--- src/hw/rtl/dhsd_pkg.sv ---
// Shared constants and types for the detector hit stream decoder.
package dhsd_pkg;

  localparam int FEE_COUNT_DEF = 16;
  localparam int FEE_W         = 4;
  localparam int WORD_W        = 32;
  localparam int STAMP_W       = 40;
  localparam int IN_TDATA_W    = 40;
  localparam int OUT_TDATA_W   = 112;

  localparam logic [WORD_W-1:0] HDR_MASK = 32'hff00ffff;
  localparam logic [WORD_W-1:0] HDR_CODE = 32'had00cade;

  // Write request to the per-channel stamp store.
  typedef struct packed {
    logic               cur_we;
    logic               first_we;
    logic [STAMP_W-1:0] wdata;
  } mem_wr_t;

  // Beat leaving the parse stage toward the result register.
  typedef struct packed {
    logic [FEE_W-1:0]   fee;
    logic [STAMP_W-1:0] stamp;
    logic [WORD_W-1:0]  word;
  } hit_t;

  typedef struct packed {
    logic fire;  // parse stage retires its beat this cycle
    logic emit;  // and hands a hit to the result register
  } pars_ctl_t;

endpackage

--- src/hw/rtl/dhsd_stamp_mem.sv ---
// Per-channel stamp store: current and first stamps, registered read with write forwarding.
module dhsd_stamp_mem #(
  parameter int DEPTH = dhsd_pkg::FEE_COUNT_DEF,
  parameter int AW    = 4
) (
  input  logic                         clk,
  input  logic                         rd_en,
  input  logic [AW-1:0]                rd_addr,
  input  dhsd_pkg::mem_wr_t            wr,
  input  logic [AW-1:0]                wr_addr,
  output logic [dhsd_pkg::STAMP_W-1:0] rd_cur,
  output logic [dhsd_pkg::STAMP_W-1:0] rd_first
);
  import dhsd_pkg::*;

  logic [STAMP_W-1:0] cur_mem   [DEPTH];
  logic [STAMP_W-1:0] first_mem [DEPTH];
  logic [STAMP_W-1:0] rd_cur_r;
  logic [STAMP_W-1:0] rd_first_r;
  logic               same_addr;

  assign same_addr = (wr_addr == rd_addr);

  always_ff @(posedge clk) begin
    if (wr.cur_we) begin
      cur_mem[wr_addr] <= wr.wdata;
    end
    if (wr.first_we) begin
      first_mem[wr_addr] <= wr.wdata;
    end
    // forward a write landing in the same cycle on the same channel
    if (rd_en) begin
      rd_cur_r   <= (wr.cur_we && same_addr) ? wr.wdata : cur_mem[rd_addr];
      rd_first_r <= (wr.first_we && same_addr) ? wr.wdata : first_mem[rd_addr];
    end
  end

  assign rd_cur   = rd_cur_r;
  assign rd_first = rd_first_r;

endmodule

--- src/hw/rtl/dhsd_parser.sv ---
// Per-channel parse state and the decision logic of the parse stage.
module dhsd_parser #(
  parameter int FEE_COUNT = dhsd_pkg::FEE_COUNT_DEF,
  parameter int AW        = 4
) (
  input  logic                         clk,
  input  logic                         rst_n,
  input  logic                         s1_valid,
  input  logic                         s1_action,
  input  logic [dhsd_pkg::FEE_W-1:0]   s1_fee,
  input  logic [dhsd_pkg::WORD_W-1:0]  s1_word,
  input  logic [dhsd_pkg::STAMP_W-1:0] rd_cur,
  input  logic [dhsd_pkg::STAMP_W-1:0] rd_first,
  input  logic                         out_free,
  output dhsd_pkg::pars_ctl_t          ctl,
  output dhsd_pkg::hit_t               hit,
  output dhsd_pkg::mem_wr_t            mem_wr,
  output logic [AW-1:0]                wr_addr
);
  import dhsd_pkg::*;

  typedef enum logic [1:0] {
    PH_SEEK,
    PH_STAMP,
    PH_HITS,
    PH_STOP
  } phase_t;

  phase_t             phase_r     [FEE_COUNT];
  logic               first_vld_r [FEE_COUNT];

  logic [AW-1:0]      idx;
  logic               fee_ok;
  logic               is_hdr;
  phase_t             cur_phase;
  logic               cur_first_vld;
  phase_t             phase_nxt;
  logic               set_first;
  logic               emit_req;
  logic               fire;
  logic [STAMP_W-1:0] stamp;
  mem_wr_t            wr_req;

  assign idx           = AW'(s1_fee);
  assign fee_ok        = (32'(s1_fee) < 32'(FEE_COUNT));
  assign cur_phase     = fee_ok ? phase_r[idx] : PH_SEEK;
  assign cur_first_vld = fee_ok ? first_vld_r[idx] : 1'b0;
  assign is_hdr        = ((s1_word & HDR_MASK) == HDR_CODE);
  // stamp word: low half is bits 31:16, high half is bits 15:0
  assign stamp         = {rd_cur[STAMP_W-1:WORD_W], s1_word[15:0], s1_word[31:16]};

  always_comb begin
    phase_nxt = cur_phase;
    set_first = 1'b0;
    emit_req  = 1'b0;
    wr_req    = '0;
    if (!s1_action && fee_ok) begin
      unique case (cur_phase) inside
        PH_SEEK, PH_HITS: begin
          if (is_hdr) begin
            wr_req.cur_we = 1'b1;
            wr_req.wdata  = {s1_word[23:16], {WORD_W{1'b0}}};
            phase_nxt     = PH_STAMP;
          end else if (cur_phase == PH_HITS) begin
            emit_req = 1'b1;
          end
        end
        PH_STAMP: begin
          if (cur_first_vld && (stamp != rd_first)) begin
            phase_nxt = PH_STOP;
          end else begin
            wr_req.cur_we = 1'b1;
            wr_req.wdata  = stamp;
            phase_nxt     = PH_HITS;
            if (!cur_first_vld && (stamp != '0)) begin
              wr_req.first_we = 1'b1;
              set_first       = 1'b1;
            end
          end
        end
        PH_STOP: begin
          phase_nxt = PH_STOP;
        end
        default: begin
          phase_nxt = cur_phase;
        end
      endcase
    end
  end

  // retire unless a hit has nowhere to go
  assign fire = s1_valid && (!emit_req || out_free);

  always_ff @(posedge clk) begin
    if (!rst_n) begin
      for (int k = 0; k < FEE_COUNT; k++) begin
        phase_r[k]     <= PH_SEEK;
        first_vld_r[k] <= 1'b0;
      end
    end else if (fire) begin
      if (s1_action) begin
        for (int k = 0; k < FEE_COUNT; k++) begin
          phase_r[k]     <= PH_SEEK;
          first_vld_r[k] <= 1'b0;
        end
      end else if (fee_ok) begin
        phase_r[idx] <= phase_nxt;
        if (set_first) begin
          first_vld_r[idx] <= 1'b1;
        end
      end
    end
  end

  assign ctl.fire        = fire;
  assign ctl.emit        = fire && emit_req;
  assign hit.fee         = s1_fee;
  assign hit.stamp       = rd_cur;
  assign hit.word        = s1_word;
  assign mem_wr.cur_we   = fire && wr_req.cur_we;
  assign mem_wr.first_we = fire && wr_req.first_we;
  assign mem_wr.wdata    = wr_req.wdata;
  assign wr_addr         = idx;

endmodule

--- src/hw/rtl/detector_hit_stream_decoder.sv ---
// Top level of the detector hit stream decoder: input stage, parser, stamp store, result register.
//
// Decodes 32-bit readout words, each tagged with a front-end channel, keeping
// one parse context per channel. Per channel, words are skipped until a header
// (word & 0xff00ffff == 0xad00cade); the header supplies stamp bits 39:32, the
// next word supplies bits 31:0 (low half -> 31:16, high half -> 15:0), and each
// following non-header word yields one hit beat carrying that stamp. A stamp
// that differs from the first nonzero stamp of the event stops the channel; a
// beat with in_tuser high is an event boundary that returns every channel to
// its reset context and yields nothing. Words for channels at or above
// FEE_COUNT are dropped. Throughput is one input beat per clock unless a hit
// is held at the parse stage; a hit moves from the input stage into the
// result register on out_tdata; out_tready takes it. The pace is set by the
// parse stage: the stamp store is read while a beat is registered and written
// when it retires, with same-channel writes forwarded into the read, so
// back-to-back beats on one channel cost no bubble. The input side keeps
// taking beats while a hit waits on the output register; it stalls only when
// the parse stage holds a hit that cannot move. No clearing pass is needed
// after reset: per-channel phase and first-stamp-valid flags sit in
// flip-flops and gate the stamp store.
module detector_hit_stream_decoder #(
  parameter int FEE_COUNT = dhsd_pkg::FEE_COUNT_DEF
) (
  input  logic                             clk,
  input  logic                             rst_n,
  input  logic                             in_tvalid,
  output logic                             in_tready,
  // [3:0] fee_channel, [35:4] data_word, [39:36] zero
  input  logic [dhsd_pkg::IN_TDATA_W-1:0]  in_tdata,
  // [0] action: 1 = event boundary
  input  logic                             in_tuser,
  output logic                             out_tvalid,
  input  logic                             out_tready,
  // [3:0] hit_fee, [43:4] hit_stamp, [50:44] chan_num, [56:51] chip_id,
  // [59:57] adc_value, [66:60] chip_crossing, [67] chip_full,
  // [68] readout_full, [74:69] amplitude, [106:75] raw_hit_word, [111:107] zero
  output logic [dhsd_pkg::OUT_TDATA_W-1:0] out_tdata
);
  import dhsd_pkg::*;

  localparam int AW = (FEE_COUNT > 1) ? $clog2(FEE_COUNT) : 1;

  // input stage
  logic               s1_valid_r;
  logic               s1_action_r;
  logic [FEE_W-1:0]   s1_fee_r;
  logic [WORD_W-1:0]  s1_word_r;

  // result register
  logic               out_valid_r;
  hit_t               out_hit_r;

  logic               accept;
  logic               out_free;
  pars_ctl_t          ctl;
  hit_t               hit;
  mem_wr_t            mem_wr;
  logic [AW-1:0]      wr_addr;
  logic [AW-1:0]      rd_addr;
  logic [STAMP_W-1:0] rd_cur;
  logic [STAMP_W-1:0] rd_first;
  logic [WORD_W-1:0]  w;

  // take a beat whenever the input stage is empty or retires this cycle
  assign in_tready = !s1_valid_r || ctl.fire;
  assign accept    = in_tvalid && in_tready;
  assign out_free  = !out_valid_r || out_tready;
  assign rd_addr   = AW'(in_tdata[FEE_W-1:0]);

  dhsd_stamp_mem #(
    .DEPTH (FEE_COUNT),
    .AW    (AW)
  ) u_mem (
    .clk      (clk),
    .rd_en    (accept),
    .rd_addr  (rd_addr),
    .wr       (mem_wr),
    .wr_addr  (wr_addr),
    .rd_cur   (rd_cur),
    .rd_first (rd_first)
  );

  dhsd_parser #(
    .FEE_COUNT (FEE_COUNT),
    .AW        (AW)
  ) u_parser (
    .clk       (clk),
    .rst_n     (rst_n),
    .s1_valid  (s1_valid_r),
    .s1_action (s1_action_r),
    .s1_fee    (s1_fee_r),
    .s1_word   (s1_word_r),
    .rd_cur    (rd_cur),
    .rd_first  (rd_first),
    .out_free  (out_free),
    .ctl       (ctl),
    .hit       (hit),
    .mem_wr    (mem_wr),
    .wr_addr   (wr_addr)
  );

  // input stage: load on accept, drop once retired
  always_ff @(posedge clk) begin
    if (!rst_n) begin
      s1_valid_r <= 1'b0;
    end else if (accept) begin
      s1_valid_r <= 1'b1;
    end else if (ctl.fire) begin
      s1_valid_r <= 1'b0;
    end
  end

  always_ff @(posedge clk) begin
    if (accept) begin
      s1_action_r <= in_tuser;
      s1_fee_r    <= in_tdata[FEE_W-1:0];
      s1_word_r   <= in_tdata[FEE_W +: WORD_W];
    end
  end

  // result register: load a new hit, or clear once the beat is taken
  always_ff @(posedge clk) begin
    if (!rst_n) begin
      out_valid_r <= 1'b0;
    end else if (ctl.emit) begin
      out_valid_r <= 1'b1;
    end else if (out_tready) begin
      out_valid_r <= 1'b0;
    end
  end

  always_ff @(posedge clk) begin
    if (ctl.emit) begin
      out_hit_r <= hit;
    end
  end

  // unpack the hit word into its fields
  assign w          = out_hit_r.word;
  assign out_tvalid = out_valid_r;
  assign out_tdata  = {5'b0, w, w[14:9], w[8], w[7], w[6:0], w[31:29], w[28:23],
                       w[22:16], out_hit_r.stamp, out_hit_r.fee};

`ifndef SYNTHESIS
  a_emit_from_data: assert property (@(posedge clk) disable iff (!rst_n)
    ctl.emit |-> (s1_valid_r && !s1_action_r))
    else $error("hit emitted without a data beat in the input stage");

  a_no_s1_overrun: assert property (@(posedge clk) disable iff (!rst_n)
    (accept && s1_valid_r) |-> ctl.fire)
    else $error("input stage overwritten before it retired");

  a_no_out_overrun: assert property (@(posedge clk) disable iff (!rst_n)
    ctl.emit |-> (!out_valid_r || out_tready))
    else $error("result register overwritten while holding an untaken beat");

  a_out_loaded: assert property (@(posedge clk) disable iff (!rst_n)
    ctl.emit |=> out_valid_r)
    else $error("emitted hit not presented on the output");
`endif

endmodule
--- config.mk ---
export PLATFORM = sky130hd
export DESIGN_NAME = detector_hit_stream_decoder
export DESIGN_NICKNAME = d
export VERILOG_FILES = /design/src/hw/rtl/dhsd_pkg.sv /design/src/hw/rtl/dhsd_stamp_mem.sv /design/src/hw/rtl/dhsd_parser.sv /design/src/hw/rtl/detector_hit_stream_decoder.sv
export SDC_FILE = /design/constraint.sdc
export NUM_CORES = 1
export LEC_CHECK = 0
export BUFFER_PORTS_ARGS = -buffer_cell sky130_fd_sc_hd__buf_2
export CORE_ASPECT_RATIO = 1.5
export CORE_MARGIN = 8
export CORE_UTILIZATION = 56
export CTS_CLUSTER_DIAMETER = 100
export DETAILED_ROUTE_END_ITERATION = 12
export GPL_TIMING_DRIVEN = 0
export MAX_ROUTING_LAYER = met4
export PLACE_DENSITY = 0.73
export SLEW_MARGIN = 20
export SYNTH_ARGS = -nofsm -noshare
export SYNTH_HDL_FRONTEND = slang
export SYNTH_SLANG_ARGS = --single-unit
--- constraint.sdc ---
create_clock -name clk -period 5.25 [get_ports clk]
set_input_delay 0.7875 -clock clk [delete_from_list [all_inputs] [get_ports clk]]
set_output_delay 0.7875 -clock clk [all_outputs]
set_load 0.01 [all_outputs]
==> impl_metrics.toml, run 1 <==
[route]
ant_nets = 0
drtPass1Iterations = 7
vias = 29300
routed_via_density = 6.59
finalWirelength_mm = 153
drc = 0
wl_per_cell_um = 34.4
drt_iter0_markers = 4065

[synthesis]
yosysTopAreaCell = "edfxtp_1"
synth_common_cells = "edfxtp_1 (1,505), mux4_2 (408), nand2_1 (94), clkbuf_1 (84), nor2_1 (72)"
synth_most_common_cell = "edfxtp_1"
syn-instance-count = 2584
ys_types = 46
ys_ff_latch = 1527
synthTopCellsByArea = "edfxtp_1 (77%), mux4_2 (16%), dfxtp_1 (0.75%)"
netlist.area_leader.share_pct = 77.3
ys_warn_count = 0
syn-cell-area_um2 = 58500
synth-edff-count = 1505
yosys_most_used_dff = "edfxtp_1"
ys_seq_area_share_pct = 78.0
async_reset_ff_share_pct = 0
syn_avg_cell_area_um2 = 22.6

[clocking]
cts_tree = "yes"
htree_levels = 4
cts_resized = 0
root_buffer = "clkbuf_16"
path_clk_slew_ns = 0.07
clock_latency_ns = 0.77
hold_buffers = 0
cts_made_buffers = 138
clockBufferDepth = 3
cts_setup_buffers = 0
cts.sink_count = 1527

[worst_hold_path]
hold_path.class = "in -> reg"
holdPathEnd = "s1_word_r[28]"
hp-start = "in_tdata[32]"
min_path_cells = 1

[global_routing]
grt_max_degree = 122
grt_first_pass_wirelength_mm = 216
grt_overflow = 0
grt_pass1_vias = 30200
antenna_found_initial = 10
grt_usage_pct = 27.4

[sta]
fin_crit_sh_pct = 93.7
hold_viol_final = 0
tns_ns = 0
final.min_clock_period_ns = 4.92
rsz0062_at_grt = "false"
slew_headroom_pct = 19.7
skew_ns = 0.0279
report.final.slew_viol_count = 0
tightestPinTransition_ns = 1.20
finalSetupViolCount = 0
fmax_mhz = 203

[power]
power_uw = 24800
pwr-share-clk_pct = 41.0
p_leak_uw = 0.0236
pwr-share-seq_pct = 54.7
p_sw_share_pct = 21.1
powerDensity_nw_per_um2 = 369
pwr-share-comb_pct = 4.4
vdd_drop_max_uv = 321
p_int_uw = 19600
p_switching_uw = 5240

[finish]
n_fill_cell = 6563
layout-drive-gt1-share_pct = 31.3
syn_to_final_growth_pct = 15.2
multi_input_area_um2 = 12100
area.sequential_um2 = 45600
nNetsFinal = 2992

[floorplan]
fp.dieArea_um2 = 115000
pin_count = 159
die_x_um = 280
rows = 145
die_y_um = 412
core_um2 = 104000
start_util_pct = 56.3

[worst_setup_path]
cp_num_buf_inv = 3
r2r_start = "s1_word_r[9]"
cp_top_family = "buffers and inverters"
r2r-end = "u_mem.first_mem[9][3]"
critPathCaptureType = "flop"
worstPathCellList = "xor2_1, nor4_1, nand4_1, a211oi_2, buf_2, buf_2, nand2_1, inv_1"
max_stage_delay_ns = 0.76
path_class = "reg -> reg"
slowest_stage = "inv_1"
path_common_cell = "buf_2"
worst-r2r-setup-slack_ns = 0.33
startpoint_type = "flop"
required_ns = 5.68
path_max_fanout = 32
arrival_ns = 5.34
ff2ff_path_depth = 8

[place]
hpwl_mm = 101
place.gp.congestion = 0.846
port_buffers = 149

[outcome]
status = "finished clean"

[job]
max_cap_violations = 0
-- flip-flops by register name, summed over array words and instances, names as in the netlist, named ones only --
signal                count
s1_word_r                32
s1_fee_r                  4
u_mem.rd_cur             40
w                        32
u_mem.first_mem         640
s1_valid_r                1
out_tdata                44
u_mem.rd_first           40
out_tvalid                1
u_mem.cur_mem           640
s1_action_r               1
u_parser.first_vld_r     16
u_parser.phase_r         32
-- power groups by stage --
stage / Clock, uW / Combinational (uW) / Sequential (uW)
2_1_floorplan: 0 / 673 / 13800
3_3_place_gp: 0 / 1020 / 13800
3_5_place_dp: 0 / 1080 / 13800
4_1_cts: 10200 / 1090 / 13600
5_1_grt: 10700 / 1140 / 13600
6_report: 10200 / 1090 / 13600
-- metal layers --
layer / vias up / part of all wire [%] / track usage (%)
li1: 11400 / - / -
met1: 15300 / 34 / 32.6
met2: 2100 / 51 / 45.1
met3: 481 / 9.7 / 5.21
met4: 0 / 5.8 / 13.5
met5: - / 0 / -
-- through the flow --
step	hold slack, ns	utilization, %	cells	setup WS (ns)	area (um2)
final	0.196	64.9	4452	0.333	67300
after global routing	0.162	64.9	4452	0.322	67300
after CTS	0.147	64.8	4448	0.249	67300
after detailed placement	0.406	60.5	4202	0.218	62800
after global placement	0.401	58.8	4133	-2.36	61000
after floorplan	0.400	-	2588	0.929	58500
-- logic make-up (layout without fill, tap and decap cells) --
group	after synthesis	count (layout)	synth area share (%)
AO/OA/AOI/OAI	84	84	0.820
XOR/XNOR	44	44	0.659
buffers and inverters	228	693	1.78
flip-flops	1527	1527	78.0
multiplexers	472	472	16.9
other	1	8	0.00641
AND/OR/NAND/NOR	228	228	1.74
-- worst max path at each step --
stage / startpoint / end / slack (ns) / cells past startpoint
final: s1_word_r[9] / u_mem.first_mem[9][3] / 0.33 / 8
after global routing: s1_word_r[9] / u_mem.first_mem[10][21] / 0.32 / 8
after CTS: s1_word_r[9] / u_mem.cur_mem[10][36] / 0.25 / 9
after detailed placement: s1_word_r[9] / u_mem.cur_mem[10][10] / 0.22 / 9
after global placement: s1_word_r[9] / u_mem.cur_mem[10][10] / -2.36 / 7
after floorplan: flop / out_tdata[0] / 0.93 / 7
-- cells in the final DEF (no fill, tap or decap), types with 32 or more instances in the layout --
master	netlist	routed
nand2_1	94	94
nor2_1	72	40
mux4_2	408	408
buf_12	1	48
xnor2_1	36	36
nor2_4	0	32
o21ai_0	61	61
buf_4	36	36
clkbuf_1	84	101
buf_2	11	167
inv_1	66	66
edfxtp_1	1505	1505
clkbuf_16	0	142
mux2i_1	40	40
-- area by class of cell --
type / instances / area share [%]
diodes: 3 / 0.0111
flip-flops and latches: 1527 / 67.8
well taps: 1396 / 2.59
clock inverters: 76 / 1.25
plain buffers: 162 / 1.23
inverters: 66 / 0.368
multi-input cells: 833 / 17.9
repair buffers: 219 / 3.40
clock buffers: 170 / 5.45
(Power assumes the default switching activity.)
==> inputs of run 2 (changes only) <==
--- a/config.mk
+++ b/config.mk
@@ -8,12 +8,12 @@
 export BUFFER_PORTS_ARGS = -buffer_cell sky130_fd_sc_hd__buf_2
 export CORE_ASPECT_RATIO = 1.5
 export CORE_MARGIN = 8
-export CORE_UTILIZATION = 56
+export CORE_UTILIZATION = 65
 export CTS_CLUSTER_DIAMETER = 100
 export DETAILED_ROUTE_END_ITERATION = 12
 export GPL_TIMING_DRIVEN = 0
 export MAX_ROUTING_LAYER = met4
-export PLACE_DENSITY = 0.73
+export PLACE_DENSITY = 0.8
 export SLEW_MARGIN = 20
 export SYNTH_ARGS = -nofsm -noshare
 export SYNTH_HDL_FRONTEND = slang
==> constraint.sdc (replaced) <==
create_clock -name clk -period 5.9 [get_ports clk]
set_input_delay 0.885 -clock clk [delete_from_list [all_inputs] [get_ports clk]]
set_output_delay 0.885 -clock clk [all_outputs]
set_load 0.01 [all_outputs]
==> run 2 against run 1 <==
Effect of this change: register-to-register slack better by 0.42 ns; global-route usage is 7.7 points higher; count of clock-buffer cells in the layout fell by 3; final area fell by 0.76%; clock power decreased by 13%; die area shrank 13%; routed wire length up 9.9%; utilization grew 10 points; non-clock buffer count is the same; clock skew is 0.014 ns higher; critical endpoint is now u_mem.first_mem[14][8].
==> impl_metrics.toml, run 2 (synthesis gave the netlist of run 1 again) <==
[clocking]
cts.sink_count = 1527
root_buffer = "clkbuf_16"
cts_tree = "yes"
cts_resized = 0
hold_buffers = 0
path_clk_slew_ns = 0.07
cts_setup_buffers = 0
clock_latency_ns = 0.77
htree_levels = 4
clockBufferDepth = 3
cts_made_buffers = 134

[sta]
fin_crit_sh_pct = 87.2
fmax_mhz = 194
rsz0062_at_grt = "false"
skew_ns = 0.0420
slew_headroom_pct = 18.9
report.final.slew_viol_count = 0
hold_viol_final = 0
finalSetupViolCount = 0
tightestPinTransition_ns = 1.22
final.min_clock_period_ns = 5.15
tns_ns = 0

[worst_setup_path]
crit_path_start = "u_mem.rd_cur[38]"
arrival_ns = 5.56
required_ns = 6.31
startpoint_type = "flop"
path_class = "reg -> reg"
critPathCaptureType = "flop"
r2r_start = "u_mem.rd_cur[38]"
path_max_fanout = 32

[route]
drc = 0
drt_iter0_markers = 4959
ant_nets = 0
wl_per_cell_um = 40.0
vias = 31300
drtPass1Iterations = 10
routed_via_density = 7.42
finalWirelength_mm = 168

[floorplan]
core_um2 = 89000
die_y_um = 383
start_util_pct = 65.7
die_x_um = 261
rows = 134
fp.dieArea_um2 = 100000
pin_count = 159

[finish]
fin_area_um2 = 66800
final_common_cell = "edfxtp_1"
layout-drive-gt1-share_pct = 31.5
nNetsFinal = 2988
final_cell_mix = "edfxtp_1 (1,505), mux4_2 (408), buf_2 (169)"
layout.cells.non_filler = 4210
post-route-util_pct = 75.1
n_fill_cell = 4293
syn_to_final_growth_pct = 14.3

[place]
dp_cells = 3962
place.gp.congestion = 0.873
place_area_um2 = 62400
port_buffers = 149
hpwl_mm = 99.6

[power]
pwr-share-seq_pct = 55.0
p_switching_uw = 4730
p_int_uw = 17200
pwr-share-clk_pct = 40.4
powerDensity_nw_per_um2 = 328
vdd_drop_max_uv = 302
p_sw_share_pct = 21.5
power_uw = 21900
p_leak_uw = 0.0235
pwr-share-comb_pct = 4.6

[global_routing]
grt_max_degree = 122
antenna_found_initial = 3
grt_usage_pct = 35.1
grt_first_pass_wirelength_mm = 234
grt_overflow = 0
grt_pass1_vias = 31900

[worst_hold_path]
hp-start = "in_tdata[8]"
hold_path.class = "in -> reg"

[outcome]
status = "finished clean"

[job]
max_cap_violations = 0
run 2: changes by cell type in the layout (fill, tap and decap cells not counted), moves of 3 or more:
| cell | delta |
|---|---|
| inv_6 | +3 |
| clkbuf_1 | -4 |
| buf_16 | -7 |
| buf_12 | +7 |
| clkinv_4 | +3 |
| clkinv_8 | -4 |
| bufinv_16 | -4 |
run 2: cell type report:
type | instances | area [um2] | share of cell area [%]
clock inverters | 77 | 697 | 1.04
flip-flops and latches | 1527 | 45600 | 68.3
inverters | 66 | 248 | 0.371
multi-input cells | 833 | 12100 | 18.1
plain buffers | 162 | 833 | 1.25
diodes | 3 | 7.51 | 0.0112
clock buffers | 167 | 3650 | 5.46
well taps | 1156 | 1450 | 2.16
repair buffers | 219 | 2240 | 3.35
run 2: worst max-delay path, cell delays in order (launching register included):
cell and delay, ns:
edfxtp_1 0.52, xnor2_1 0.59, nand4_1 0.19, nor4_1 0.41, nand4_1 0.45, a211oi_2 0.70
buf_2 0.48, buf_2 0.33, nand2_1 0.27, inv_1 0.82
run 2: worst paths after layout:
| kind | end | slack (ns) | depth (start not counted) |
|---|---|---|---|
| min | s1_word_r[4] | 0.29 | 1 |
| min reg2reg | out_tdata[4] | 0.42 | 0 |
| max | u_mem.first_mem[14][8] | 0.75 | 9 |
| max reg2reg | u_mem.first_mem[14][8] | 0.75 | 9 |
run 2: through the flow:
stage	worst slack, ns	hold slack [ns]
after global placement	-2.54	0.403
after floorplan	0.111	0.400
after global routing	0.753	0.263
after detailed placement	1.09	0.405
after CTS	0.940	0.258
final	0.754	0.289
run 2: power groups by stage:
stage | Sequential [uW] | Clock, uW | Combinational, uW
4_1_cts | 12100 | 8870 | 983
6_report | 12100 | 8870 | 999
5_1_grt | 12100 | 9240 | 1030
2_1_floorplan | 12300 | 0 | 598
3_3_place_gp | 12300 | 0 | 898
3_5_place_dp | 12300 | 0 | 954
run 2: metal layers:
| metal | GRT usage (%) | vias to the layer above | wire (um) |
|---|---|---|---|
| li1 | - | 11400 | - |
| met1 | 39.9 | 15800 | 51100 |
| met2 | 54.9 | 3202 | 81800 |
| met3 | 8.84 | 893 | 20800 |
| met4 | 23.9 | 0 | 14600 |
| met5 | - | - | 0 |
